==> src/atmc_pkg.sv <==
// shared types, constants and tables for the accelerometer tilt calibrator
`timescale 1ns / 1ps
`default_nettype none
package atmc_pkg;

    localparam int SAMPLES_DEF    = 99;
    localparam int ACCEL_BITS_DEF = 16;
    localparam int FRAC_BITS      = 8;
    localparam int CW             = 36;   // cordic x/y width
    localparam int AW             = 38;   // angle width, 2^-32 rad units

    localparam logic signed [AW-1:0] PI_Q = AW'(64'sd13493037705);

    typedef enum logic [1:0] {
        K_STORE,
        K_CALIB,
        K_HOLD
    } item_kind_t;

    typedef enum logic [1:0] {
        PH_ROLL,
        PH_PITCH,
        PH_YAW
    } ang_phase_t;

    typedef enum logic [3:0] {
        A_IDLE,
        A_SQA,
        A_SQB,
        A_SQRT,
        A_CSET,
        A_CORDIC,
        A_SCALE,
        A_ROUND,
        A_FIN
    } ang_state_t;

    typedef enum logic [2:0] {
        M_IDLE,
        M_RDC,
        M_LDC,
        M_SWEEP,
        M_TAIL,
        M_EVAL,
        M_AVG,
        M_FIN
    } med_state_t;

    typedef enum logic [1:0] {
        B_IDLE,
        B_ANGLE,
        B_MEDIAN,
        B_OUT
    } back_state_t;

    typedef struct packed {
        logic signed [9:0] roll;
        logic signed [9:0] pitch;
        logic signed [9:0] yaw;
    } angle_set_t;

    typedef struct packed {
        logic start;
        logic wr_en;
    } med_ctrl_t;

    // atan(2^-i) scaled by 2^32
    function automatic logic signed [AW-1:0] atan_step(input logic [4:0] i);
        logic signed [AW-1:0] r;
        case (i)
            5'd0:    r = AW'(64'sd3373259426);
            5'd1:    r = AW'(64'sd1991351318);
            5'd2:    r = AW'(64'sd1052175346);
            5'd3:    r = AW'(64'sd534100635);
            5'd4:    r = AW'(64'sd268086748);
            5'd5:    r = AW'(64'sd134174063);
            5'd6:    r = AW'(64'sd67103403);
            5'd7:    r = AW'(64'sd33553749);
            5'd8:    r = AW'(64'sd16777131);
            5'd9:    r = AW'(64'sd8388597);
            5'd10:   r = AW'(64'sd4194303);
            default: r = AW'(1) <<< (6'd32 - {1'b0, i});
        endcase
        return r;
    endfunction

endpackage
`default_nettype wire

==> src/atmc_median.sv <==
// angle store and median search by rank counting over the stored triples
`timescale 1ns / 1ps
`default_nettype none
module atmc_median #(
    parameter int SAMPLES = atmc_pkg::SAMPLES_DEF
) (
    input  logic                  aclk,
    input  logic                  aresetn,
    input  atmc_pkg::med_ctrl_t   ctrl,
    input  atmc_pkg::angle_set_t  wr_data,
    output logic                  done,
    output atmc_pkg::angle_set_t  held
);
    import atmc_pkg::*;

    localparam int CNT_W = $clog2(SAMPLES + 1);
    localparam int IW    = (SAMPLES > 1) ? $clog2(SAMPLES) : 1;
    localparam logic [CNT_W-1:0] K_HI = CNT_W'(SAMPLES / 2);
    localparam logic [CNT_W-1:0] K_LO = CNT_W'((SAMPLES % 2 == 0) ? SAMPLES / 2 - 1
                                                                 : SAMPLES / 2);
    localparam logic [CNT_W-1:0] LAST = CNT_W'(SAMPLES - 1);

    angle_set_t mem [SAMPLES];
    angle_set_t rdata_reg, cand_reg, held_reg;

    med_state_t state_reg, state_next;
    logic [CNT_W-1:0]  wp_reg, i_reg, j_reg;
    logic              cmp_v_reg;
    logic [CNT_W-1:0]  lt_reg [3];
    logic [CNT_W-1:0]  le_reg [3];
    logic signed [9:0] lo_reg [3];
    logic signed [9:0] hi_reg [3];
    logic signed [9:0] cand_f [3];
    logic signed [9:0] rd_f [3];
    logic [IW-1:0]     rd_addr;

    assign cand_f[0] = cand_reg.roll;
    assign cand_f[1] = cand_reg.pitch;
    assign cand_f[2] = cand_reg.yaw;
    assign rd_f[0]   = rdata_reg.roll;
    assign rd_f[1]   = rdata_reg.pitch;
    assign rd_f[2]   = rdata_reg.yaw;
    assign rd_addr   = (state_reg == M_RDC) ? i_reg[IW-1:0] : j_reg[IW-1:0];
    assign held      = held_reg;

    always_ff @(posedge aclk) begin
        if (ctrl.wr_en) begin
            mem[wp_reg[IW-1:0]] <= wr_data;
        end
        rdata_reg <= mem[rd_addr];
    end

    always_comb begin
        state_next = state_reg;
        case (state_reg)
            M_IDLE: begin
                if (ctrl.start) begin
                    state_next = M_RDC;
                end
            end
            M_RDC: state_next = M_LDC;
            M_LDC: state_next = M_SWEEP;
            M_SWEEP: begin
                if (j_reg == LAST) begin
                    state_next = M_TAIL;
                end
            end
            M_TAIL: state_next = M_EVAL;
            M_EVAL: begin
                state_next = (i_reg == LAST) ? M_AVG : M_RDC;
            end
            M_AVG:   state_next = M_FIN;
            M_FIN:   state_next = M_IDLE;
            default: state_next = M_IDLE;
        endcase
    end

    always_comb begin
        done = (state_reg == M_FIN);
    end

    always_ff @(posedge aclk) begin
        if (!aresetn) begin
            state_reg <= M_IDLE;
            wp_reg    <= '0;
            held_reg  <= '0;
        end else begin
            state_reg <= state_next;
            if (ctrl.wr_en) begin
                wp_reg <= wp_reg + 1'b1;
            end
            if (state_reg == M_AVG) begin
                held_reg.roll  <= 10'(({lo_reg[0][9], lo_reg[0]} + {hi_reg[0][9], hi_reg[0]})
                                      >>> 1);
                held_reg.pitch <= 10'(({lo_reg[1][9], lo_reg[1]} + {hi_reg[1][9], hi_reg[1]})
                                      >>> 1);
                held_reg.yaw   <= 10'(({lo_reg[2][9], lo_reg[2]} + {hi_reg[2][9], hi_reg[2]})
                                      >>> 1);
            end
        end
    end

    // candidate i is the rank-k value when lt <= k < le
    always_ff @(posedge aclk) begin
        case (state_reg)
            M_IDLE: begin
                i_reg <= '0;
            end
            M_LDC: begin
                cand_reg  <= rdata_reg;
                j_reg     <= '0;
                cmp_v_reg <= 1'b0;
                for (int k = 0; k < 3; k++) begin
                    lt_reg[k] <= '0;
                    le_reg[k] <= '0;
                end
            end
            M_SWEEP, M_TAIL: begin
                j_reg     <= j_reg + 1'b1;
                cmp_v_reg <= (state_reg == M_SWEEP);
                if (cmp_v_reg) begin
                    for (int k = 0; k < 3; k++) begin
                        if (rd_f[k] < cand_f[k]) begin
                            lt_reg[k] <= lt_reg[k] + 1'b1;
                        end
                        if (rd_f[k] <= cand_f[k]) begin
                            le_reg[k] <= le_reg[k] + 1'b1;
                        end
                    end
                end
            end
            M_EVAL: begin
                i_reg <= i_reg + 1'b1;
                for (int k = 0; k < 3; k++) begin
                    if (lt_reg[k] <= K_LO && K_LO < le_reg[k]) begin
                        lo_reg[k] <= cand_f[k];
                    end
                    if (lt_reg[k] <= K_HI && K_HI < le_reg[k]) begin
                        hi_reg[k] <= cand_f[k];
                    end
                end
            end
            default: ;
        endcase
    end

endmodule
`default_nettype wire

==> config.mk <==
export PLATFORM = sky130hd
export DESIGN_NAME = atmc_median
export DESIGN_NICKNAME = d
export VERILOG_FILES = /design/src/atmc_pkg.sv /design/src/atmc_median.sv
export SDC_FILE = /design/constraint.sdc
export NUM_CORES = 2
export LEC_CHECK = 0
export BUFFER_PORTS_ARGS = -buffer_cell sky130_fd_sc_hd__buf_2
export CORE_MARGIN = 1
export CORE_UTILIZATION = 50
export CTS_BUF_LIST = sky130_fd_sc_hd__clkbuf_16
export CTS_CLUSTER_DIAMETER = 100
export CTS_CLUSTER_SIZE = 12
export DETAILED_ROUTE_END_ITERATION = 12
export HOLD_SLACK_MARGIN = 0.15
export PLACE_DENSITY_LB_ADDON = 0.08
export SYNTH_ARGS = -nofsm -noshare
export SYNTH_HDL_FRONTEND = slang
export SYNTH_SLANG_ARGS = --single-unit
export TNS_END_PERCENT = 10
==> constraint.sdc <==
create_clock -name aclk -period 5.75 [get_ports aclk]
set_clock_uncertainty 0.2 [all_clocks]
set_input_delay 0.8625 -clock aclk [delete_from_list [all_inputs] [get_ports aclk]]
set_output_delay 0.8625 -clock aclk [all_outputs]
set_load 0.02 [all_outputs]
==> impl_summary.txt <==
----------------------------------------------------
[Power and ir drop]
  Max rail drop VDD ... 0.366 mV
  Leakage dissipation ... 46.0 nW
  Cell Pwr Density ... 361 nW/um^2

[Clocking]
  H-tree lvl count ... 5
  Latest clock arrival within the worst-skew pair ... 0.95 ns
  # resized after CTS ... 0
  CTS sink cnt ... 3,157
  Number of buffers on the longest clock path ... 4
  Total CTS buffers ... 313
  TritonCTS clock tree ... built
  Clock tree root buffer cell ... clkbuf_16
  Clock edge transition at the registers on the reported setup and hold paths ... 0.07 ns

[STA]
  Slew Viols, Final ... 0
  Maximum clock frequency ... 186 MHz
  Unrepaired setup endpoints after global routing ... no
  Transition time of the tightest slew-check pin ... 1.46 ns
  Fin Setup TNS ... 0 ns
  Worst slew slack as a fraction of its limit ... 0.0240
  Number of hold-slack violations in the final timing report ... 0
  Share of the clock period used by the worst path ... 0.935
  Number of endpoints failing setup at the final stage ... 0
  Time the worst path needs with I/O delays and setup ... 5.38 ns
  Fin worst setup slack ... 0.371 ns

[Layout]
  Fraction of layout instances using a drive strength above 1 ... 0.145
  Most common cell after layout, fill and taps aside ... edfxtp_1
  Largest register FFs ... 2,970
  Number of nets in the finished design ... 7,957
  Number of standard cells in the layout, taps in and fillers out ... 11,300
  Area added between synthesis and finish ... 12.1%
  Commonest cells after routing, fill and taps aside ... edfxtp_1 (3,087), nand2_1 (1,183), mux2i_1 (405), buf_4 (361), nand3_1 (334)

[Route]
  Iter 0 DRT Violations ... 10,100
  Remaining antenna violation count ... 0
  Number of vias after detailed routing ... 73,200
  Routed wire per std cell ... 34.9 microns
  DR vias/cell ... 6.49
  Count of unresolved DRC violations after routing ... 0
  Routed Wire Length ... 394,000 microns
  TritonRoute pass-1 iters ... 6

[Logic synthesis]
  Fraction of registers with async set or reset after synthesis ... 0
  Post-Syn Area ... 124,000 sq um
  Post-Synthesis Net Count ... 7,677
  Number of enable-type register cells in the synthesized netlist ... 3,087
  Most used flip-flop cell after synthesis ... edfxtp_1
  Register bit count reported by yosys ... 3,157
  Number of different library cells in the post-synthesis netlist ... 80
  Post-synthesis instance total ... 7,599
  Avg Cell Area, Syn ... 16.4 sq um
  Warnings from Yosys ... 0
  Register area share after synthesis ... 0.757

[Floorplan]
  Die Wd ... 500 microns
  Vertical die dimension ... 500 microns
  Number of I/O pins ... 65
  Area of the die ... 250,000 sq um
  Core Region ... 246,000 sq um
  Cell row count ... 182
  Effective utilization at floorplan ... 0.504

[Place]
  Placer Congestion ... 0.929
  Hpwl dp ... 239,000 microns
  Input/output buffers ... 64
  Post-Place Worst Slack ... -0.153 ns
  # placed instances ... 10,900

[Worst setup path]
  CP max FO ... 30
  Startpoint type of the worst setup path ... register
  Element type at the critical path end ... register
  Worst Path Arrival ... 6.02 ns
  Setup Crit Path Kind ... register to register
  Worst endpoint required time ... 6.39 ns

[Run status]
  Violated checks ... max-capacitance violations
  Result of the run ... complete, but fails checks

[Global route]
  Maximum number of pins on one net before global-route repair ... 109
  Global routing usage summed across all routing layers ... 0.314
  Via count of the first global-routing pass ... 69,800
  Wire length of the first global-routing pass ... 549,000 microns
  Antenna violations before repair ... 25
  Remaining global-route overflow ... 0

[Flow run]
  Maxcap violations ... 1

[Min path]
  Tightest Hold Check Type ... input port to register

----------------------------------------------------
## cells in the mapped netlist, types with 36 or more instances
library cell	n	area, sq um
clkbuf_1	230	863
nor3_1	51	255
o21ai_0	72	360
buf_4	39	293
and2_1	92	576
a221oi_1	109	955
a21oi_1	131	656
nand3_1	338	1690
o22ai_1	70	438
a32oi_1	60	526
inv_1	54	203
a21boi_0	36	270
a31oi_1	168	1050
nor2_1	210	788
ha_1	44	551
a311oi_1	67	587
dfxtp_1	70	1400
mux4_2	218	4910
edfxtp_1	3087	92700
o211ai_1	46	345
buf_2	140	701
mux2i_1	413	4130
a2111oi_0	45	394
a22o_1	57	499
nand2_1	1185	4450
a211oi_1	49	368
## area by class of cell
type	instances	area, sq um
diodes	23	57.6
clock buffers	318	7960
inverters	56	210
multi-input cells	3905	28600
fillers	19100	107000
repair buffers	446	3860
flip-flops and latches	3157	94100
clock inverters	72	309
well taps	3312	4140
## report_power, final
group	switching [mW]	internal, mW
clock	8.18	9.78
sequential	0.364	25.5
combinational	4.49	2.02
## kinds of logic (layout without fill, tap and decap cells)
kind of cell               count (synthesis)  count (layout)  share of synthesized area
DFF                                     3157            3157                      0.757
and+or+nand+nor                         2017            2017                     0.0702
AOI/OAI and AO/OA                       1153            1153                     0.0693
muxes                                    647             647                     0.0744
buffers and inverters                    537             892                     0.0212
adders and majority gates                 44              44                    0.00443
xor gates and xnor gates                  44              44                    0.00310
other                                      0              23                          0
## layer usage
| metal | routed length (microns) | track usage | up-vias |
|---|---|---|---|
| met5 | 112 | 0 | - |
| met4 | 15300 | 0.112 | 14 |
| met3 | 42400 | 0.0764 | 664 |
| met2 | 177000 | 0.472 | 3902 |
| met1 | 159000 | 0.446 | 38300 |
| li1 | - | - | 30400 |
## timing repair
action / 4_1_cts / 5_1_grt
hold buffers: 4 / 0
endpoints found under the hold margin: 22 / 0
endpoints found under the setup margin: 2 / 0
setup buffers: 2 / 0
## worst paths after layout
check / to / slack, ns / cells past startpoint / from
worst max-delay path: rd_f[13]$_DFF_P_ / 0.37 / 10 / state_reg[2]$_SDFFE_PN0P_
worst max register to register: rd_f[13]$_DFF_P_ / 0.37 / 10 / state_reg[2]$_SDFFE_PN0P_
worst min-delay path: mem[22][6]$_DFFE_PP_ / 0.21 / 1 / wr_data[6]
worst min register to register: hi_reg[0][21]$_DFFE_PP_ / 0.26 / 0 / cand_f[1]$_DFFE_PP_
## per-stage QoR
stage / hold WS (ns) / cell area (sq um) / utilization / power, mW
finish: 0.206 / 139000 / 0.565 / 50.3
global route: 0.203 / 139000 / 0.565 / 51.5
CTS: 0.168 / 139000 / 0.565 / 50.4
global placement: 0.239 / 131000 / 0.531 / 32.6
floorplan: 0.208 / 124000 / - / 29.5
detailed placement: 0.244 / 131000 / 0.531 / 32.7
## critical path: stages, from the launching register on
cell and delay [ns]:
dfxtp_1 0.65, or3b_4 0.43, buf_4 0.58, mux2i_4 0.52
buf_4 0.36, buf_4 0.34, o21ai_0 0.15, nor4b_1 0.97
a2111oi_0 0.41, buf_4 0.25, a2111o_1 0.37
No activity file was read; power rests on OpenSTA's default activity.
