--- src/atmc_pkg.sv ---
// shared types, constants and tables for the accelerometer tilt calibrator
`timescale 1ns / 1ps
`default_nettype none
package atmc_pkg;

    localparam int SAMPLES_DEF    = 99;
    localparam int ACCEL_BITS_DEF = 16;
    localparam int FRAC_BITS      = 8;
    localparam int CW             = 36;   // cordic x/y width
    localparam int AW             = 38;   // angle width, 2^-32 rad units

    localparam logic signed [AW-1:0] PI_Q = AW'(64'sd13493037705);

    typedef enum logic [1:0] {
        K_STORE,
        K_CALIB,
        K_HOLD
    } item_kind_t;

    typedef enum logic [1:0] {
        PH_ROLL,
        PH_PITCH,
        PH_YAW
    } ang_phase_t;

    typedef enum logic [3:0] {
        A_IDLE,
        A_SQA,
        A_SQB,
        A_SQRT,
        A_CSET,
        A_CORDIC,
        A_SCALE,
        A_ROUND,
        A_FIN
    } ang_state_t;

    typedef enum logic [2:0] {
        M_IDLE,
        M_RDC,
        M_LDC,
        M_SWEEP,
        M_TAIL,
        M_EVAL,
        M_AVG,
        M_FIN
    } med_state_t;

    typedef enum logic [1:0] {
        B_IDLE,
        B_ANGLE,
        B_MEDIAN,
        B_OUT
    } back_state_t;

    typedef struct packed {
        logic signed [9:0] roll;
        logic signed [9:0] pitch;
        logic signed [9:0] yaw;
    } angle_set_t;

    typedef struct packed {
        logic start;
        logic wr_en;
    } med_ctrl_t;

    // atan(2^-i) scaled by 2^32
    function automatic logic signed [AW-1:0] atan_step(input logic [4:0] i);
        logic signed [AW-1:0] r;
        case (i)
            5'd0:    r = AW'(64'sd3373259426);
            5'd1:    r = AW'(64'sd1991351318);
            5'd2:    r = AW'(64'sd1052175346);
            5'd3:    r = AW'(64'sd534100635);
            5'd4:    r = AW'(64'sd268086748);
            5'd5:    r = AW'(64'sd134174063);
            5'd6:    r = AW'(64'sd67103403);
            5'd7:    r = AW'(64'sd33553749);
            5'd8:    r = AW'(64'sd16777131);
            5'd9:    r = AW'(64'sd8388597);
            5'd10:   r = AW'(64'sd4194303);
            default: r = AW'(1) <<< (6'd32 - {1'b0, i});
        endcase
        return r;
    endfunction

endpackage
`default_nettype wire

--- src/atmc_angle.sv ---
// angle engine: shared square root and cordic atan2 for roll, pitch and yaw
`timescale 1ns / 1ps
`default_nettype none
module atmc_angle #(
    parameter int ACCEL_BITS = atmc_pkg::ACCEL_BITS_DEF
) (
    input  logic                          aclk,
    input  logic                          aresetn,
    input  logic                          start,
    input  logic signed [ACCEL_BITS-1:0]  x_in,
    input  logic signed [ACCEL_BITS-1:0]  y_in,
    input  logic signed [ACCEL_BITS-1:0]  z_in,
    output logic                          done,
    output atmc_pkg::angle_set_t          result
);
    import atmc_pkg::*;

    localparam int H    = 32 - ACCEL_BITS;
    localparam int PW   = AW + 8;
    localparam int HALF = 1 << (FRAC_BITS - 1);

    // shift right, truncating toward zero
    function automatic logic signed [CW-1:0] shr_tz(input logic signed [CW-1:0] v,
                                                    input logic [4:0] sh);
        logic signed [CW-1:0] nv;
        nv = -v;
        if (!v[CW-1]) begin
            return v >>> sh;
        end
        return -(nv >>> sh);
    endfunction

    ang_state_t state_reg, state_next;
    ang_phase_t phase_reg;

    logic signed [ACCEL_BITS-1:0]   x_reg, y_reg, z_reg;
    logic [63:0]                    acc_reg, rem_reg, root_reg;
    logic [4:0]                     it_reg;
    logic signed [CW-1:0]           cx_reg, cy_reg;
    logic signed [AW-1:0]           ca_reg, adj_reg;
    logic signed [PW-1:0]           p_reg;
    logic signed [9:0]              roll_reg, pitch_reg, yaw_reg;

    logic signed [ACCEL_BITS-1:0]   sq_sel, opp;
    logic signed [2*ACCEL_BITS-1:0] sq_prod;
    logic [63:0]                    sq_sum, bitv, trial;
    logic signed [CW-1:0]           opp_s, ys, zs, cx_init, cy_init, dx, dy;
    logic signed [AW-1:0]           adj_init, step, v;
    logic signed [PW-1:0]           v_ext, p, mag, q;
    logic signed [9:0]              q10, cent;
    logic                           y_small, cz;

    always_comb begin
        sq_sel  = (state_reg == A_SQB) ? z_reg : ((phase_reg == PH_ROLL) ? x_reg : y_reg);
        sq_prod = sq_sel * sq_sel;
        sq_sum  = acc_reg + 64'(unsigned'(sq_prod));
        bitv    = 64'(1) << (6'd62 - {it_reg, 1'b0});
        trial   = root_reg + bitv;

        opp     = (phase_reg == PH_ROLL) ? y_reg : x_reg;
        opp_s   = CW'(opp) <<< H;
        ys      = CW'(y_reg) <<< H;
        zs      = CW'(z_reg) <<< H;
        y_small = (y_reg > -HALF) && (y_reg < HALF);

        if (phase_reg == PH_YAW) begin
            // negative z: fold into the right half plane, add back pi
            if (zs[CW-1]) begin
                cx_init  = -zs;
                cy_init  = -ys;
                adj_init = ys[CW-1] ? -PI_Q : PI_Q;
            end else begin
                cx_init  = zs;
                cy_init  = ys;
                adj_init = '0;
            end
        end else begin
            cx_init  = CW'(root_reg);
            cy_init  = opp_s;
            adj_init = '0;
        end
        cz = (cx_init == '0) && (cy_init == '0);

        dx   = shr_tz(cy_reg, it_reg);
        dy   = shr_tz(cx_reg, it_reg);
        step = atan_step(it_reg);

        case (phase_reg)
            PH_ROLL:  v = PI_Q - ca_reg;
            PH_PITCH: v = -ca_reg;
            default:  v = -(ca_reg + adj_reg);
        endcase
        v_ext = PW'(v);
        p     = (v_ext <<< 6) + (v_ext <<< 5) + (v_ext <<< 2);

        // round half away from zero
        mag  = p_reg[PW-1] ? -p_reg : p_reg;
        q    = (mag + (PW'(1) <<< 31)) >>> 32;
        q10  = q[9:0];
        cent = p_reg[PW-1] ? -q10 : q10;
    end

    always_comb begin
        state_next = state_reg;
        case (state_reg)
            A_IDLE: begin
                if (start) begin
                    state_next = A_SQA;
                end
            end
            A_SQA:  state_next = A_SQB;
            A_SQB:  state_next = A_SQRT;
            A_SQRT: begin
                if (it_reg == 5'd31) begin
                    state_next = A_CSET;
                end
            end
            A_CSET: begin
                if (phase_reg == PH_YAW && y_small) begin
                    state_next = A_FIN;
                end else if (cz) begin
                    state_next = A_SCALE;
                end else begin
                    state_next = A_CORDIC;
                end
            end
            A_CORDIC: begin
                if (it_reg == 5'd31) begin
                    state_next = A_SCALE;
                end
            end
            A_SCALE: state_next = A_ROUND;
            A_ROUND: begin
                case (phase_reg)
                    PH_ROLL:  state_next = A_SQA;
                    PH_PITCH: state_next = A_CSET;
                    default:  state_next = A_FIN;
                endcase
            end
            A_FIN:   state_next = A_IDLE;
            default: state_next = A_IDLE;
        endcase
    end

    always_comb begin
        done = (state_reg == A_FIN);
    end

    assign result = '{roll: roll_reg, pitch: pitch_reg, yaw: yaw_reg};

    always_ff @(posedge aclk) begin
        if (!aresetn) begin
            state_reg <= A_IDLE;
            phase_reg <= PH_ROLL;
        end else begin
            state_reg <= state_next;
            if (state_reg == A_IDLE && start) begin
                phase_reg <= PH_ROLL;
            end else if (state_reg == A_ROUND) begin
                phase_reg <= (phase_reg == PH_ROLL) ? PH_PITCH : PH_YAW;
            end
        end
    end

    always_ff @(posedge aclk) begin
        case (state_reg)
            A_IDLE: begin
                if (start) begin
                    x_reg <= x_in;
                    y_reg <= y_in;
                    z_reg <= z_in;
                end
            end
            A_SQA: acc_reg <= 64'(unsigned'(sq_prod));
            A_SQB: begin
                rem_reg  <= sq_sum << (2 * H);
                root_reg <= '0;
                it_reg   <= '0;
            end
            A_SQRT: begin
                if (rem_reg >= trial) begin
                    rem_reg  <= rem_reg - trial;
                    root_reg <= (root_reg >> 1) + bitv;
                end else begin
                    root_reg <= root_reg >> 1;
                end
                it_reg <= it_reg + 1'b1;
            end
            A_CSET: begin
                cx_reg  <= cx_init;
                cy_reg  <= cy_init;
                ca_reg  <= '0;
                adj_reg <= adj_init;
                it_reg  <= '0;
                if (phase_reg == PH_YAW && y_small) begin
                    yaw_reg <= '0;
                end
            end
            A_CORDIC: begin
                if (!cy_reg[CW-1]) begin
                    cx_reg <= cx_reg + dx;
                    cy_reg <= cy_reg - dy;
                    ca_reg <= ca_reg + step;
                end else begin
                    cx_reg <= cx_reg - dx;
                    cy_reg <= cy_reg + dy;
                    ca_reg <= ca_reg - step;
                end
                it_reg <= it_reg + 1'b1;
            end
            A_SCALE: p_reg <= p;
            A_ROUND: begin
                case (phase_reg)
                    PH_ROLL:  roll_reg  <= cent;
                    PH_PITCH: pitch_reg <= cent;
                    default:  yaw_reg   <= cent;
                endcase
            end
            default: ;
        endcase
    end

endmodule
`default_nettype wire

--- config.mk ---
export PLATFORM = sky130hd
export DESIGN_NAME = atmc_angle
export DESIGN_NICKNAME = d
export VERILOG_FILES = /design/src/atmc_pkg.sv /design/src/atmc_angle.sv
export SDC_FILE = /design/constraint.sdc
export NUM_CORES = 2
export LEC_CHECK = 0
export ABC_AREA = 1
export BUFFER_PORTS_ARGS = -buffer_cell sky130_fd_sc_hd__buf_2
export CAP_MARGIN = 20
export CORE_MARGIN = 3
export CORE_UTILIZATION = 45
export DETAILED_ROUTE_END_ITERATION = 10
export GPL_TIMING_DRIVEN = 0
export MAX_ROUTING_LAYER = met4
export PLACE_DENSITY = 0.62
export SLEW_MARGIN = 20
export SYNTH_ARGS = -nofsm -noshare
export SYNTH_HDL_FRONTEND = slang
export SYNTH_SLANG_ARGS = --single-unit
--- constraint.sdc ---
create_clock -name aclk -period 20.1 [get_ports aclk]
set_input_delay 2.01 -clock aclk [delete_from_list [all_inputs] [get_ports aclk]]
set_output_delay 2.01 -clock aclk [all_outputs]
set_load 0.03 [all_outputs]
==> results.sh <==
export IMPL_finalSetupTns_ns=0
export IMPL_avgSynthCellArea_um2=6.592
export IMPL_antenna_found_initial=18
export IMPL_crit_start="phase_reg[0]"
export IMPL_grt_pass1_wl_um=430800
export IMPL_worstSetupPathType="flip-flop to flip-flop"
export IMPL_synthAdderAreaFrac=0.1813
export IMPL_skew_ns=0.04573
export IMPL_ys_ff_latch=402
export IMPL_synthSimpleGateAreaFrac=0.3044
export IMPL_initial_core_util=0.4542
export IMPL_synth_compound_area_frac=0.1652
export IMPL_arrival_ns=12.26
export IMPL_setup_viol=0
export IMPL_period_minus_slack_ns=11.87
export IMPL_critical_path_endpoint_type="flip-flop"
export IMPL_async_flop_share=0
export IMPL_worstHoldPathCells=3
export IMPL_std_cell_rows=138
export IMPL_wl_per_cell_um=25.51
export IMPL_grt_max_degree=37
export IMPL_timing_slew_headroom=0.1542
export IMPL_tightest_slew_ns=1.255
export IMPL_synth_top_cells_by_count="nand2_1, inv_1, nor2_1"
export IMPL_rr_worst_depth=42
export IMPL_synth_area_leader_cell="edfxtp_1"
export IMPL_cts_setup_buffers=0
export IMPL_synth_edf_count=396
export IMPL_routabilityCongestion=1.154
export IMPL_viasPerCell=5.933
export IMPL_drt_iter0_markers=9032
export IMPL_cts_max_path_buffers=3
export IMPL_netlist_area_um2=64390
export IMPL_reg2reg_to="rem_reg[62]"
export IMPL_synth_ff_type="edfxtp_1"
export IMPL_grt_pass1_vias=64970
export IMPL_io_pins=82
export IMPL_place_area_um2=67570
export IMPL_ys_types=81
export IMPL_synthXorXnorAreaFrac=0.05428
export IMPL_postLayoutCellArea_um2=69200
export IMPL_grt_ovfl_total=0
export IMPL_period_share=0.5904
export IMPL_worstReg2RegStart="phase_reg[0]"
export IMPL_hold_class="flip-flop to flip-flop"
export IMPL_r2r_slack_ns=8.23
export IMPL_synth_top_area_share=0.1847
export IMPL_cts_sinks=402
export IMPL_synth_most_common_cell="nand2_1"
export IMPL_rsz0062_at_grt="no"
export IMPL_cts_resized=0
export IMPL_die_area_um2=147700
export IMPL_outcome="finished, final reports clean"
export IMPL_layout_setup_ws_ns=8.234
export IMPL_vias=70390
export IMPL_drc=0
export IMPL_dp_worst_setup_slack_ns=8.255
export IMPL_required_ns=20.49
export IMPL_critPathMaxFanout=10
export IMPL_place_detailed_hpwl_um=254700
export IMPL_drv_cap=0
export IMPL_ys_seq_area_frac=0.1866
export IMPL_dieHeight_um=384.3
export IMPL_synth_top_cells_by_area="edfxtp_1, nand2_1, ha_1, fa_1, inv_1"
export IMPL_die_w_um=384.3
export IMPL_max_stage_delay_ns=0.88
export IMPL_insertion_delay_ns=0.68
export IMPL_cts_hold_buf=0
export IMPL_muxShareOfSynthArea=0.006063
export IMPL_ant_nets=0
export IMPL_port_buffers=81
export IMPL_synth_top_family_by_area="simple AND/OR/NAND/NOR gates"
export IMPL_timing_fmax_ghz=0.08427
export IMPL_cts_root_buf="clkbuf_16"
export IMPL_fp_coreArea_um2=141800
export IMPL_cts_max_level=2
export IMPL_endpoint="rem_reg[62]"
export IMPL_critPathLaunchType="flip-flop"
export IMPL_syn_to_final_growth_pct=7.472
export IMPL_synth_fp_nets=10580
export IMPL_track_usage=0.4075
export IMPL_hold_violations=0
export IMPL_numCtsBuffers=49
export IMPL_drv_slew=0
export IMPL_first_pass_iters=8
export IMPL_synth_cells=9767
export IMPL_drt_wl_total_um=302600
export IMPL_ys_warn_count=0
export IMPL_drive_gt1_frac=0.05884
export IMPL_crit_path_top_delay_cell="clkbuf_1"
export IMPL_nNetsFinal=10730
export IMPL_cts_tree="built"
export IMPL_clkTransAtPathRegs_ns=0.07
==> critical path, delay by kind of cell, from the launching register on <==
kind | cells | cell delay (ns)
DFF | 1 | 0.32
adders and majority gates | 8 | 3.26
and+or+nand+nor | 10 | 1.38
xor gates and xnor gates | 1 | 0.21
AOI/OAI and AO/OA | 14 | 3.67
buffers and inverters | 9 | 2.69
==> cell type report <==
cell class / count / area, µm²
Fill cell: 14790 / 72560
Multi-Input combinational cell: 7656 / 45920
Sequential cell: 402 / 12010
Inverter: 1449 / 5439
Tap cell: 1890 / 2365
Clock buffer: 56 / 1252
Buffer: 260 / 1161
Timing Repair Buffer: 100 / 713.2
Clock inverter: 36 / 302.8
Antenna cell: 15 / 37.54
==> cells in the final DEF, fill, tap and decap left out, types with 22 or more instances in the layout <==
master,netlist,final
nand3_1,840,840
nand3_2,25,25
o211ai_1,34,34
inv_1,1397,1397
buf_1,30,26
fa_1,280,280
ha_1,485,485
nor2_2,58,59
buf_2,86,170
o21ai_0,774,772
clkinv_1,20,29
clkbuf_16,0,49
a31oi_1,82,74
a21oi_1,681,681
o21ai_1,43,45
nand2_1,2236,2235
o21bai_1,35,35
nor2_1,979,974
o21a_1,41,41
clkbuf_1,131,125
or2_2,36,36
edfxtp_1,396,396
nor3_1,113,111
mux2i_1,39,39
nor4_1,27,25
o221ai_1,29,29
a21o_1,22,22
nor2_4,30,34
nand4_1,88,88
nand2_2,54,54
inv_2,32,32
xor2_1,251,251
xnor2_1,148,148
==> per-layer routing <==
metal / global-route usage / up-vias / routed length (µm)
met2: 0.5844 / 3770 / 125300
met4: 0.1537 / 0 / 12980
met3: 0.1330 / 570 / 38180
li1: - / 32700 / -
met5: - / - / 0
met1: 0.5314 / 33350 / 126200
==> per-stage QoR <==
step,cells,utilization,hold slack (ns)
floorplan,9767,-,0.5356
global placement,11740,0.4737,0.5953
detailed placement,11760,0.4766,0.5986
CTS,11850,0.4876,0.6194
global route,11860,0.4881,0.6668
finish,11860,0.4881,0.6499
==> how the worst min path moves through the flow <==
stage                 start           end
2_1_floorplan  state_reg[3]  state_reg[1]
3_3_place_gp   state_reg[3]  state_reg[1]
3_5_place_dp   state_reg[3]  state_reg[0]
4_1_cts        state_reg[3]  state_reg[0]
5_1_grt        state_reg[3]  state_reg[2]
6_report       state_reg[3]  state_reg[0]
==> logic make-up after synthesis <==
logic type / Yosys count
DFF: 402
AOI/OAI and AO/OA: 1909
adders and majority gates: 765
muxes: 39
xor gates and xnor gates: 399
buffers and inverters: 1709
and+or+nand+nor: 4544
Power is left out: the tool's default activity adds up to more than one toggle a clock period on the data nets, which glitch-free logic cannot reach.
