===== config.mk =====
export PLATFORM = sky130hd
export DESIGN_NAME = atmc_front
export DESIGN_NICKNAME = d
export VERILOG_FILES = /design/src/atmc_pkg.sv /design/src/atmc_front.sv
export SDC_FILE = /design/constraint.sdc
export NUM_CORES = 1
export LEC_CHECK = 0
export BUFFER_PORTS_ARGS = -buffer_cell sky130_fd_sc_hd__buf_2
export CAP_MARGIN = 20
export CORE_MARGIN = 10
export CORE_UTILIZATION = 55
export CTS_BUF_LIST = sky130_fd_sc_hd__clkbuf_8
export CTS_CLUSTER_SIZE = 20
export DETAILED_ROUTE_END_ITERATION = 12
export PLACE_DENSITY = 0.82
export SLEW_MARGIN = 0
export SYNTH_ARGS = -nofsm -noshare
export SYNTH_HDL_FRONTEND = slang
export SYNTH_SLANG_ARGS = --single-unit

===== constraint.sdc =====
create_clock -name aclk -period 4.3 [get_ports aclk]
set_input_delay 0.215 -clock aclk [delete_from_list [all_inputs] [get_ports aclk]]
set_output_delay 0.215 -clock aclk [all_outputs]
set_load 0.1 [all_outputs]

===== src/atmc_pkg.sv =====
// shared types, constants and tables for the accelerometer tilt calibrator
`timescale 1ns / 1ps
`default_nettype none
package atmc_pkg;

    localparam int SAMPLES_DEF    = 99;
    localparam int ACCEL_BITS_DEF = 16;
    localparam int FRAC_BITS      = 8;
    localparam int CW             = 36;   // cordic x/y width
    localparam int AW             = 38;   // angle width, 2^-32 rad units

    localparam logic signed [AW-1:0] PI_Q = AW'(64'sd13493037705);

    typedef enum logic [1:0] {
        K_STORE,
        K_CALIB,
        K_HOLD
    } item_kind_t;

    typedef enum logic [1:0] {
        PH_ROLL,
        PH_PITCH,
        PH_YAW
    } ang_phase_t;

    typedef enum logic [3:0] {
        A_IDLE,
        A_SQA,
        A_SQB,
        A_SQRT,
        A_CSET,
        A_CORDIC,
        A_SCALE,
        A_ROUND,
        A_FIN
    } ang_state_t;

    typedef enum logic [2:0] {
        M_IDLE,
        M_RDC,
        M_LDC,
        M_SWEEP,
        M_TAIL,
        M_EVAL,
        M_AVG,
        M_FIN
    } med_state_t;

    typedef enum logic [1:0] {
        B_IDLE,
        B_ANGLE,
        B_MEDIAN,
        B_OUT
    } back_state_t;

    typedef struct packed {
        logic signed [9:0] roll;
        logic signed [9:0] pitch;
        logic signed [9:0] yaw;
    } angle_set_t;

    typedef struct packed {
        logic start;
        logic wr_en;
    } med_ctrl_t;

    // atan(2^-i) scaled by 2^32
    function automatic logic signed [AW-1:0] atan_step(input logic [4:0] i);
        logic signed [AW-1:0] r;
        case (i)
            5'd0:    r = AW'(64'sd3373259426);
            5'd1:    r = AW'(64'sd1991351318);
            5'd2:    r = AW'(64'sd1052175346);
            5'd3:    r = AW'(64'sd534100635);
            5'd4:    r = AW'(64'sd268086748);
            5'd5:    r = AW'(64'sd134174063);
            5'd6:    r = AW'(64'sd67103403);
            5'd7:    r = AW'(64'sd33553749);
            5'd8:    r = AW'(64'sd16777131);
            5'd9:    r = AW'(64'sd8388597);
            5'd10:   r = AW'(64'sd4194303);
            default: r = AW'(1) <<< (6'd32 - {1'b0, i});
        endcase
        return r;
    endfunction

endpackage
`default_nettype wire


===== src/atmc_front.sv =====
// front end: accepts samples, classifies them and queues them for the back end
`timescale 1ns / 1ps
`default_nettype none
module atmc_front #(
    parameter int ACCEL_BITS = atmc_pkg::ACCEL_BITS_DEF,
    parameter int SAMPLES    = atmc_pkg::SAMPLES_DEF
) (
    input  logic                          aclk,
    input  logic                          aresetn,
    input  logic                          s_valid,
    output logic                          s_ready,
    input  logic [3*ACCEL_BITS-1:0]       s_xyz,
    output logic                          q_valid,
    input  logic                          q_pop,
    output atmc_pkg::item_kind_t          q_kind,
    output logic [3*ACCEL_BITS-1:0]       q_xyz
);
    import atmc_pkg::*;

    localparam int CNT_W = $clog2(SAMPLES + 1);

    logic [CNT_W-1:0]        cnt_reg, cnt_next;
    logic                    done_reg, done_next;
    logic [1:0]              fill_reg, fill_next;
    logic                    wp_reg, rp_reg;
    item_kind_t              kind_q [2];
    logic [3*ACCEL_BITS-1:0] data_q [2];
    item_kind_t              in_kind;
    logic                    push;

    assign s_ready = (fill_reg != 2'd2);
    assign push    = s_valid && s_ready;
    assign q_valid = (fill_reg != 2'd0);
    assign q_kind  = kind_q[rp_reg];
    assign q_xyz   = data_q[rp_reg];

    always_comb begin
        if (done_reg) begin
            in_kind = K_HOLD;
        end else if (cnt_reg < CNT_W'(SAMPLES)) begin
            in_kind = K_STORE;
        end else begin
            in_kind = K_CALIB;
        end
    end

    always_comb begin
        cnt_next  = cnt_reg;
        done_next = done_reg;
        if (push && in_kind == K_STORE) begin
            cnt_next = cnt_reg + 1'b1;
        end
        if (push && in_kind == K_CALIB) begin
            done_next = 1'b1;
        end
        fill_next = fill_reg + {1'b0, push} - {1'b0, q_pop && q_valid};
    end

    always_ff @(posedge aclk) begin
        if (!aresetn) begin
            cnt_reg  <= '0;
            done_reg <= 1'b0;
            fill_reg <= 2'd0;
            wp_reg   <= 1'b0;
            rp_reg   <= 1'b0;
        end else begin
            cnt_reg  <= cnt_next;
            done_reg <= done_next;
            fill_reg <= fill_next;
            if (push) begin
                wp_reg <= ~wp_reg;
            end
            if (q_pop && q_valid) begin
                rp_reg <= ~rp_reg;
            end
        end
    end

    always_ff @(posedge aclk) begin
        if (push) begin
            kind_q[wp_reg] <= in_kind;
            data_q[wp_reg] <= s_xyz;
        end
    end

endmodule
`default_nettype wire


==> metrics list, run 1 <==
* Clock slew at reported path FFs: 0.06 ns
- The synthesized netlist devotes 2.38% of its cell area to compound gates.
- The flow ran to the end, and the final reports show no timing, DRC or antenna violations.
- Starting utilization of the core area: 57.4%
- In the final layout, the share of cells above drive strength 1 is 47.6%.
- Area of the multi-input gates: 905 um^2
- The synthesized design spends more area on one cell type than any other, namely edfxtp_1.
- Final setup violation count: 0
* Timing-limited maximum frequency: 455 MHz
- After Yosys synthesis, XOR and XNOR cells account for 0.832% of the synthesized area.
* Element type at the critical path start: flip-flop
- Worst Setup Slack, final: 2.10 ns
- In this run the deepest clock path goes through 2 buffers.
* WP data required: 4.09 ns
- Unrepaired setup endpoints after global routing: no
* Worst Clk Skew: 0.00808 ns
- The first detailed-routing pass took 4 iterations.
- The detail route stage leaves a number of antenna-violating nets equal to 0.
- The H-tree was split into 4 levels.
- Top cell type's share of synthesized area: 71.3%
- The total count of hold-check failures in the final report came to 0.
* Latest clock arrival within the worst-skew pair: 0.40 ns
- Walking the worst path, the cells encountered are buf_12 -> mux2_2 -> buf_2.
- Sequential elements use 77.5% of the synthesized area.
- The synthesized netlist occupies a cell area of 4210 um^2.
* Share of cell area taken by muxes after synthesis: 13.4%
- Period minus WS final: 2.20 ns
- Synthesis produced a netlist with a net count of 279.
- Worst-path maximum fanout: 34
- Category of cells accounting for the largest share of critical-path delay: flip-flops
* Worst-case headroom to the max-slew limit: 54.3%
- The initial antenna violation count is 0.
* Post-layout nets: 443
* Standard cell core area: 7330 um^2
- Top area cells in the synthesized netlist: edfxtp_1, mux2_2, dfxtp_1
- At the end of routability-driven placement, the weighted congestion stood at 0.723.
- For this run, asynchronously set or reset flops after synthesis account for 0%.
- Wires add up to 8630 um.
* Fraction of the mapped netlist area in adder cells: 0.892%
- The first global-routing pass estimated 13800 um of wire.
* Count of boundary I/O pins: 104
- Ant diodes: 0
* Total half-perimeter wirelength after legalization and detailed placement: 5570 um
- The cell sitting at the root of the clock tree is a clkbuf_8.
* Slew at the pin with the worst max-slew slack: 0.684 ns
- Number of vias in the routed layout: 2517
* Endpoint arrival time on the critical path: 1.98 ns
- In the routed design, unresolved DRC markers number 0.
- Sequential Area: 3260 um^2
- Among all flip-flop cells after synthesis, the most frequent one is edfxtp_1.
* Max-cap violations: 0
- Number of CTS-inserted buffers: 17
- The area growth from synthesis to layout is 35.5%.
* Number of fill cells in the layout: 435
- During synthesis, Yosys emitted a total of 0 warnings.
* Vert. Die Dim: 107 um
- Flip-flop and latch count after synthesis: 113
* CP Buf/Inv Count: 2
- GRT Total Usage: 15.3%
- Counting every instance in the synthesized netlist gives 224.
- Dividing the detail-routed via count by the number of cells gives 5.03.
- For this design the static power due to leakage is 0.00216 uW.
* Largest voltage drop on the vdd net: 502 uV
- TritonCTS built the clock tree.
* Setup Total Neg Slack: 0 ns
- Post-synthesis average cell area: 18.8 um^2
- The final critical path takes up 51.1% of the cycle.
* Element type at the critical path end: output port
- The die covers 11600 um^2.
- The floorplan has 31 rows.
- The total count of max-transition violations in the final report was 0.
- Number of flops mapped to enable cells by yosys: 100
- Maximum number of pins on one net before global-route repair: 35
- Count of unique library cells instantiated by Yosys: 31
- Across all hold checks on the routed design, the worst slack comes to 0.0384 ns.
- Before CTS, the worst setup slack after placement is 2.16 ns.
- Worst path slowest cell: dfxtp_2
- Iteration-0 DRC count of the detailed router: 131
* Power density over cell area: 726 nW/um^2
- The die is 107 um wide.
- In this run the worst hold path is classified as input port to flip-flop.
- After synthesis, the largest family of logic cells by area is multiplexers.
- Final global-route overflow total: 0
- In the final routed layout, each cell accounts on average for 17.3 um.
- Simple logic cell fraction of the synthesized area: 3.80%
- The critical path is of the flip-flop to output port type.
- Max reg flops: 96
- For this run, the slowest stage of the critical path takes 0.62 ns.
- Clock sink count: 113
* Number of buffers added on ports: 103
- Slack of the worst reg-to-reg path: 2.20 ns
- Number of global-route vias before repair: 2719
## what timing repair did
item / 4_1_cts / 5_1_grt
buffers inserted: 0 / 0
hold buffers: 47 / 0
gates resized for setup: 0 / 0
endpoints found under the hold margin: 93 / 0
## report_power, final
group,internal (uW),switching (uW),total (uW)
registers,1380,64.4,1440
logic,349,1430,1780
clock network,508,413,921
total,2230,1910,4140
## final cells by class
class / count / area share, %
inverter: 3 / 0.197
timing repair buffer: 153 / 17.9
tap: 99 / 2.17
clock buffer: 17 / 4.10
clock inverter: 15 / 2.54
multi-input combinational: 100 / 15.9
sequential: 113 / 57.2
## cell usage in the layout, fill, tap and decap left out, types with 2 or more instances in the layout
| master | count |
|---|---|
| or4_1 | 3 |
| clkinv_1 | 2 |
| nor2_1 | 6 |
| buf_4 | 2 |
| inv_1 | 3 |
| o31ai_1 | 3 |
| dfxtp_1 | 12 |
| o21a_1 | 3 |
| dlygate4sd3_1 | 47 |
| edfxtp_1 | 100 |
| nand3_1 | 5 |
| o21ai_0 | 2 |
| ha_1 | 3 |
| xor2_1 | 2 |
| mux2_2 | 50 |
| and2_1 | 2 |
| clkinvlp_4 | 6 |
| xnor2_1 | 2 |
| bufinv_16 | 2 |
| a21oi_1 | 5 |
| clkbuf_8 | 17 |
| buf_2 | 103 |
| clkinv_2 | 3 |
## per-layer routing
layer	vias up	global-route usage, %	wire, um
li1	1206	-	-
met2	79	26.3	4520
met1	1225	17.2	3500
met3	7	5.63	535
met5	-	0	0
met4	0	4.77	72
## per-stage QoR
step | power [uW] | cells | util, % | cell area [um^2]
2_1_floorplan | 2940 | 224 | - | 4210
3_3_place_gp | 3180 | 420 | 65.9 | 4830
3_5_place_dp | 3220 | 421 | 66.2 | 4850
4_1_cts | 4170 | 500 | 77.8 | 5700
5_1_grt | 4300 | 500 | 77.8 | 5700
6_report | 4140 | 500 | 77.8 | 5700
## cell families (layout without fill, tap and decap cells)
kind of cell / Yosys count / in the layout
flops: 113 / 113
mux: 50 / 50
simple gates: 28 / 28
compound gates: 15 / 15
buf+inv: 11 / 188
xor+xnor: 4 / 4
fa+ha+maj: 3 / 3
## Yosys cell counts (all sizes together), types with 2 or more instances
cell type  count
edfxtp       100
mux2          50
dfxtp         13
clkbuf         7
nor2           7
a21oi          5
nand3          5
and3           3
ha             3
o21a           3
o31ai          3
or4            3
and2           2
inv            2
o21ai          2
xnor2          2
xor2           2
## final timing paths
check,start,to,cells after the start
min reg2reg,cnt_reg[6],cnt_reg[6],1
max reg2reg,fill_reg[0],data_q[0][45],4
max,flip-flop,q_xyz[34],3
min,s_xyz[35],data_q[1][35],1
Power figures use the tool's default switching activity.
==> run 2, diff against run 1 <==
- CORE_UTILIZATION: 55 -> 49
- PLACE_DENSITY: 0.82 -> 0.77
- clock period: 4.3 -> 1.8 ns (I/O delays scaled with it)
==> run 2 against run 1 <==
Setup slack worse by 2.0 ns; critical path depth is 1 higher; routed wire length is 5.2% higher; global-route usage is 1.0 points lower; final cell count is 2.8% higher; combinational power grew to 2.6 times the previous value; clock skew is 0.00080 ns higher; via count is 1.7% higher; critical path type is now flip-flop to flip-flop; register-to-register slack worse by 2.1 ns.
==> metrics list, run 2 (synthesized netlist as in run 1, its figures left out) <==
- Run status: completed (unchanged).
- Total half-perimeter wirelength after legalization and detailed placement: 5950 um (was 5570 um)
- Period minus WS final: 1.75 ns
* Post-detailed-route via-to-cell ratio: 4.98 (was 5.03)
- The y dimension of the die came to 113 um (was 107 um).
- DRT antenna net count: 0 (unchanged)
* Number of vias in the routed layout: 2559 (was 2517)
* Number of buffers added on ports: 103 (unchanged)
* Number of endpoints with negative hold slack in the final report: 0 (unchanged)
- The largest net degree at the start of global routing came to 31 (was 35).
- Worst-path cell chain: a2111o_1 -> and3_4 -> or4_1 -> a21oi_2 (was buf_12 -> mux2_2 -> buf_2).
* Total Routed Length: 9080 um (was 8630 um)
- H-tree depth reported by CTS: 4 (unchanged)
- Ant diodes: 0 (unchanged)
- The number of buffers created by CTS is 17 (unchanged).
- The delay of the slowest critical-path stage came to 0.53 ns (was 0.62 ns).
* DRC viols: 0 (unchanged)
* GRT Total Usage: 14.2% (was 15.3%)
* Worst-path maximum fanout: 10 (was 34)
* 1st-pass router iterations: 4 (unchanged)
* Slack of the worst reg-to-reg path: 0.05 ns (was 2.20 ns)
- The area growth from synthesis to layout was 41.8% (was 35.5%).
* Category of cells accounting for the largest share of critical-path delay: simple AND/OR/NAND/NOR gates (was flip-flops)
* WP data required: 2.13 ns (was 4.09 ns)
- Element type at the critical path end: flip-flop (was output port)
- The final cell utilization of the core was 71.9% (was 77.8%).
- The leakage power summed over all cells was 0.00227 uW (was 0.00216 uW).
* Clock slew at reported path FFs: 0.06 ns (about the same)
- Final global-route overflow total: 0 (unchanged)
- The start point of the worst hold path was s_valid (was s_xyz[35]).
* Std cell rows: 33 (was 31)
- Worst path slowest cell: or4_1 (was dfxtp_2)
- Worst Clk Skew: 0.00887 ns (was 0.00808 ns)
- Number of cells in the finished layout apart from fillers: 514 (was 500)
* First-pass GRT wire length: 14200 um (was 13800 um)
- CTS tree: yes (unchanged)
* Dpl cells: 431 (was 421)
- Max-cap violations: 0 (unchanged)
* Maximum buffer depth of the clock tree: 2 (unchanged)
* Tcrit/Tclk final: 97.0%
* Worst-case headroom to the max-slew limit: 67.1% (was 54.3%)
* Fraction of layout instances using a drive strength above 1: 50.4% (was 47.6%)
- The cell at the root of the clock tree was clkbuf_8 (unchanged).
- The detailed-route wire length per cell came to 17.7 um (was 17.3 um).
- Count of boundary I/O pins: 104 (unchanged)
- The total count of max-transition violations in the final report came to 0 (unchanged).
- Largest voltage drop on the vdd net: 1340 uV (was 502 uV)
- The startpoint class of the critical path is a flip-flop (unchanged).
* Clock sink count: 113 (unchanged)
- Hold WC Path Type: input port to flip-flop (unchanged)
* Standard cell core area: 8300 um^2 (was 7330 um^2)
* Area of the multi-input gates: 930 um^2 (was 905 um^2)
- The count of endpoints failing setup in the final report was 0 (unchanged).
* Endpoint arrival time on the critical path: 2.08 ns (was 1.98 ns)
- Number of global-route vias before repair: 2822 (was 2719)
- The initial antenna violation count was 0 (unchanged).
- Based on the critical path, the design can be clocked at up to 572 MHz.
- The filler cell count in the final layout came to 550 (was 435).
* Sequential Area: 3270 um^2 (was 3260 um^2)
- Latest clock arrival within the worst-skew pair: 0.41 ns (was 0.40 ns)
- The critical path class is flip-flop to flip-flop (was flip-flop to output port).
- Global placer's final weighted congestion: 0.696 (was 0.723)
- Most used cells in the layout excluding fill and tap cells: edfxtp_1, buf_2, mux2_2 (was buf_2, edfxtp_1, mux2_2)
- Setup Total Neg Slack: 0 ns (unchanged)
- The count of nets after finishing came to 452 (was 443).
- The total power divided by cell area was 1740 nW/um^2 (was 726 nW/um^2).
* Starting utilization of the core area: 50.7% (was 57.4%)
- Iteration-0 DRC count of the detailed router: 137 (was 131)
- The actual transition at the worst max-transition pin was 0.497 ns (was 0.684 ns).
- The most critical setup path has its startpoint at cnt_reg[0].
- Critical register-to-register path startpoint: cnt_reg[0] (was fill_reg[0])
- The most common library cell in the layout ignoring fill and taps is edfxtp_1 (was buf_2).
* Floorplan die width: 113 um (was 107 um)
* CP Buf/Inv Count: 0 (was 2)
- Floorplan die area: 12700 um^2 (was 11600 um^2)
* Max reg flops: 96 (unchanged)
## run 2: changes by cell type in the layout (fill, tap and decap cells not counted), sizes merged
cell,before,now
clkbuf,17,26
bufinv,2,3
clkinv,6,5
buf,106,104
clkinvlp,6,5
dlygate4sd3,47,49
## run 2: report_power, final
part / switching (uW) / total [uW] / internal [uW]
registers: 106 / 3390 / 3290
logic: 3520 / 4610 / 1100
clock network: 1000 / 2360 / 1360
## run 2: path summary, 6_finish.rpt
check             depth (start not counted)    endpoint
hold / removal                            4      wp_reg
setup / recovery                          4  cnt_reg[3]
hold reg to reg                           1  cnt_reg[6]
setup reg to reg                          4  cnt_reg[3]
## run 2: what timing repair did
| item | in CTS | in global routing |
|---|---|---|
| endpoints found under the setup margin | 23 | 23 |
| setup buffers | 0 | 3 |
| resized for setup | 23 | 36 |
| pin swaps | 0 | 2 |
| hold buffers | 49 | 0 |
| hold endpoints to repair | 100 | 0 |
## run 2: area by class of cell
cell class | instances | share of cell area (%)
timing repair buffer | 162 | 20.6
multi-input combinational | 100 | 15.6
clock inverter | 14 | 2.77
sequential | 113 | 54.7
tap | 105 | 2.20
inverter | 3 | 0.189
clock buffer | 17 | 3.92
## run 2: layer usage
layer / global-route usage (%) / share of wire [%] / wire length, um / vias to the layer above
li1: - / - / - / 1218
met1: 15.3 / 39 / 3550 / 1261
met2: 24.3 / 53 / 4850 / 74
met3: 6.18 / 6.7 / 607 / 6
met4: 5.33 / 0.78 / 71 / 0
met5: 0 / 0 / 0 / -
## run 2: tightest hold or removal path, cell delays in order
cell     delay [ns]
buf_2          0.13
nand2_4        0.10
xor2_1         0.06
nor2_1         0.07
## run 2: metrics by stage
step	hold WS [ns]	setup slack (ns)	area, um^2	total power, uW
5_1_grt	0.0580	-0.00372	5970	10700
6_report	0.0803	0.0531	5970	10400
2_1_floorplan	0.189	-0.149	4240	7060
3_3_place_gp	0.278	0.126	4940	7750
3_5_place_dp	0.282	0.0398	4940	7810
4_1_cts	0.0577	0.000651	5880	10400
==> run 3, diff against run 2 <==
- CORE_UTILIZATION: 49 -> 46
- PLACE_DENSITY: 0.77 -> 0.73
==> run 3 against run 2 <==
Cell area grew 0.13%; worst hold slack improved by 0.017 ns; first-iteration DRC count is 15% lower; die area up 5.3%; clock skew increased by 0.0032 ns; flip-flop and latch count unchanged.
==> metrics list, run 3 (synthesized netlist as in run 1, its figures left out) <==
- Total non-filler cell area in the finished layout: 5980 um^2 (was 5970 um^2)
- The end point of the most critical hold path is wp_reg (unchanged).
* Floorplan die width: 116 um (was 113 um)
* Post-layout nets: 455 (was 452)
- The number of buffers created by CTS is 17 (unchanged).
- Max-slew violation count: 0 (unchanged)
- Hold WC Path Type: input port to flip-flop (unchanged)
* Fraction of layout instances using a drive strength above 1: 49.4% (was 50.4%)
* Std cell rows: 34 (was 33)
* Worst reg-to-reg path cell count: 4 (unchanged)
* Count of boundary I/O pins: 104 (unchanged)
- Post-route total power: 10300 uW (was 10400 uW)
- Run status: completed (unchanged)
- Clock slew at reported path FFs: 0.07 ns (was 0.06 ns)
- The via density per instance is 4.87 (was 4.98).
- The endpoint of the lowest-slack register-to-register path was cnt_reg[4] (was cnt_reg[3]).
- Static leakage power: 0.00228 uW (was 0.00227 uW)
* DRT antenna net count: 0 (unchanged)
- The non-filler instance count after layout came to 521 (was 514).
- Element type at the critical path start: flip-flop (unchanged)
* Element type at the critical path end: flip-flop (unchanged)
* Number of vias in the routed layout: 2538 (was 2559)
- The placer congestion estimate is 0.750 (was 0.696).
- 1st-pass router iterations: 4 (unchanged)
- The signal arrival time at the worst endpoint is 2.10 ns (was 2.08 ns).
* Internal Power: 5660 uW (was 5740 uW)
* Number of buffers added on ports: 103 (unchanged)
* Hold slack final: 0.0971 ns (was 0.0803 ns)
* DRC viols: 0 (unchanged)
- The switching share of power is 45.0% (was 44.6%).
- Launch instance of the worst min-delay path: s_valid (unchanged)
- Max-cap violations: 0 (unchanged)
- The total global routing overflow was 0 (unchanged).
- Timing-limited maximum frequency: 566 MHz (was 572 MHz)
- The share of power burned in registers is 33.2% (was 32.7%).
* Worst Hold Path Cells: 4 (unchanged)
- H-tree depth reported by CTS: 4 (unchanged)
- The most common library cell in the layout ignoring fill and taps is edfxtp_1 (unchanged).
- The switching power is 4620 uW (about the same).
- The total inserted antenna cells is 0 (unchanged).
- Number of endpoints with negative hold slack in the final report: 0 (unchanged)
* Maximum number of pins on one net before global-route repair: 51 (was 31)
* Relative area change from synthesis to final layout: 42.0% (was 41.8%)
* Number of global-route vias before repair: 2902 (was 2822)
- CTS tree: yes (unchanged)
- The half-perimeter wire length after placement came to 5630 um (was 5950 um).
- Total placed instance area: 4950 um^2 (was 4940 um^2)
- The post-route clock period utilization came to 98.2% (was 97.0%).
- Max reg flops: 96 (unchanged)
- The worst-case clock buffer depth is 2 (unchanged).
- First-pass GRT wire length: 14200 um (about the same)
* Standard cell core area: 8810 um^2 (was 8300 um^2)
- The overall track demand over capacity in global routing came to 13.6% (was 14.2%).
- The actual transition at the worst max-transition pin is 0.500 ns (was 0.497 ns).
* Iteration-0 DRC count of the detailed router: 117 (was 137)
- Antenna violations before repair: 0 (unchanged)
* Most used cells in the layout excluding fill and tap cells: edfxtp_1, buf_2, buf_4 (was edfxtp_1, buf_2, mux2_2)
- Combinational share of power: 45.3% (was 44.5%)
- The launch instance of the worst register-to-register path is cnt_reg[1] (was cnt_reg[0]).
* Worst-path maximum fanout: 6 (was 10)
- The placed cell count is 434 (was 431).
* Worst Clk Skew: 0.0121 ns (was 0.00887 ns)
- Power density over cell area: 1720 nW/um^2 (was 1740 nW/um^2)
* WP data required: 2.13 ns (about the same)
- The sum of routed wire length over all layers came to 8920 um (was 9080 um).
* Final setup violation count: 0 (unchanged)
* Starting utilization of the core area: 47.8% (was 50.7%)
- The y dimension of the die was 116 um (was 113 um).
- The detailed-route wire length per cell is 17.1 um (was 17.7 um).
- Clk pwr share: 21.5% (was 22.8%)
* Critical Setup Path Class: flip-flop to flip-flop (unchanged)
* Worst-case headroom to the max-slew limit: 66.9% (was 67.1%)
- The final critical delay including setup and external delays was 1.77 ns (was 1.75 ns).
* Clk root buf: clkbuf_8 (unchanged)
- Clock sink count: 113 (unchanged)
* Slack of the worst reg-to-reg path: 0.03 ns (was 0.05 ns)
- Largest voltage drop on the vdd net: 1250 uV (was 1340 uV)
- Floorplan die area: 13400 um^2 (was 12700 um^2)
- The clock latency on the worst-skew pair was 0.40 ns (was 0.41 ns).
run 3: per-stage QoR:
stage,setup TNS [ns],util [%],worst slack [ns]
global placement,0,56.2,0.126
detailed placement,0,56.2,0.0222
global route,-0.00644,67.9,-0.00410
finish,0,67.9,0.0332
CTS,0,66.8,0.00414
floorplan,-9.15,-,-0.149
run 3: how the worst max path moves through the flow:
stage | start | to | slack [ns] | cells after the start
finish | cnt_reg[1] | cnt_reg[4] | 0.03 | 4
global route | cnt_reg[1] | cnt_reg[4] | -0.004 | 4
CTS | flip-flop | q_xyz[34] | 0.004 | 3
detailed placement | cnt_reg[1] | cnt_reg[4] | 0.02 | 4
global placement | cnt_reg[1] | cnt_reg[3] | 0.13 | 4
floorplan | fill_reg[0] | data_q[0][0] | -0.15 | 3
run 3: what timing repair did:
action / in CTS / in global routing
hold endpoints to repair: 100 / 0
buffers inserted: 0 / 5
pin swaps: 0 / 0
cloned: 0 / 1
setup endpoints to repair: 44 / 33
resized for setup: 25 / 39
hold buffers: 49 / 0
run 3: layer usage:
metal	GRT usage, %	share of wire (%)
met1	14.9	41
met2	23.5	51
met3	5.22	6.7
met4	5.25	1.1
met5	0	0
run 3: cell type report:
class	instances	area (um^2)
sequential	113	3270
fill	602	2830
timing repair buffer	164	1250
multi-input combinational	101	933
clock buffer	17	234
clock inverter	15	143
tap	108	135
inverter	3	11.3
run 3: power by group through the flow:
| stage | Clock, uW | Sequential, uW | Combinational [uW] |
|---|---|---|---|
| 3_5_place_dp | 0 | 3470 | 4360 |
| 4_1_cts | 2270 | 3420 | 4560 |
| 5_1_grt | 2370 | 3460 | 4820 |
| 3_3_place_gp | 0 | 3450 | 4330 |
| 2_1_floorplan | 0 | 3420 | 3640 |
| 6_report | 2200 | 3410 | 4650 |
run 3: worst max-delay path, cell delays in order (launching register included):
cell	delay, ns
dfxtp_1	0.35
a2111o_1	0.45
and3_4	0.22
or4_1	0.54
a21oi_2	0.15
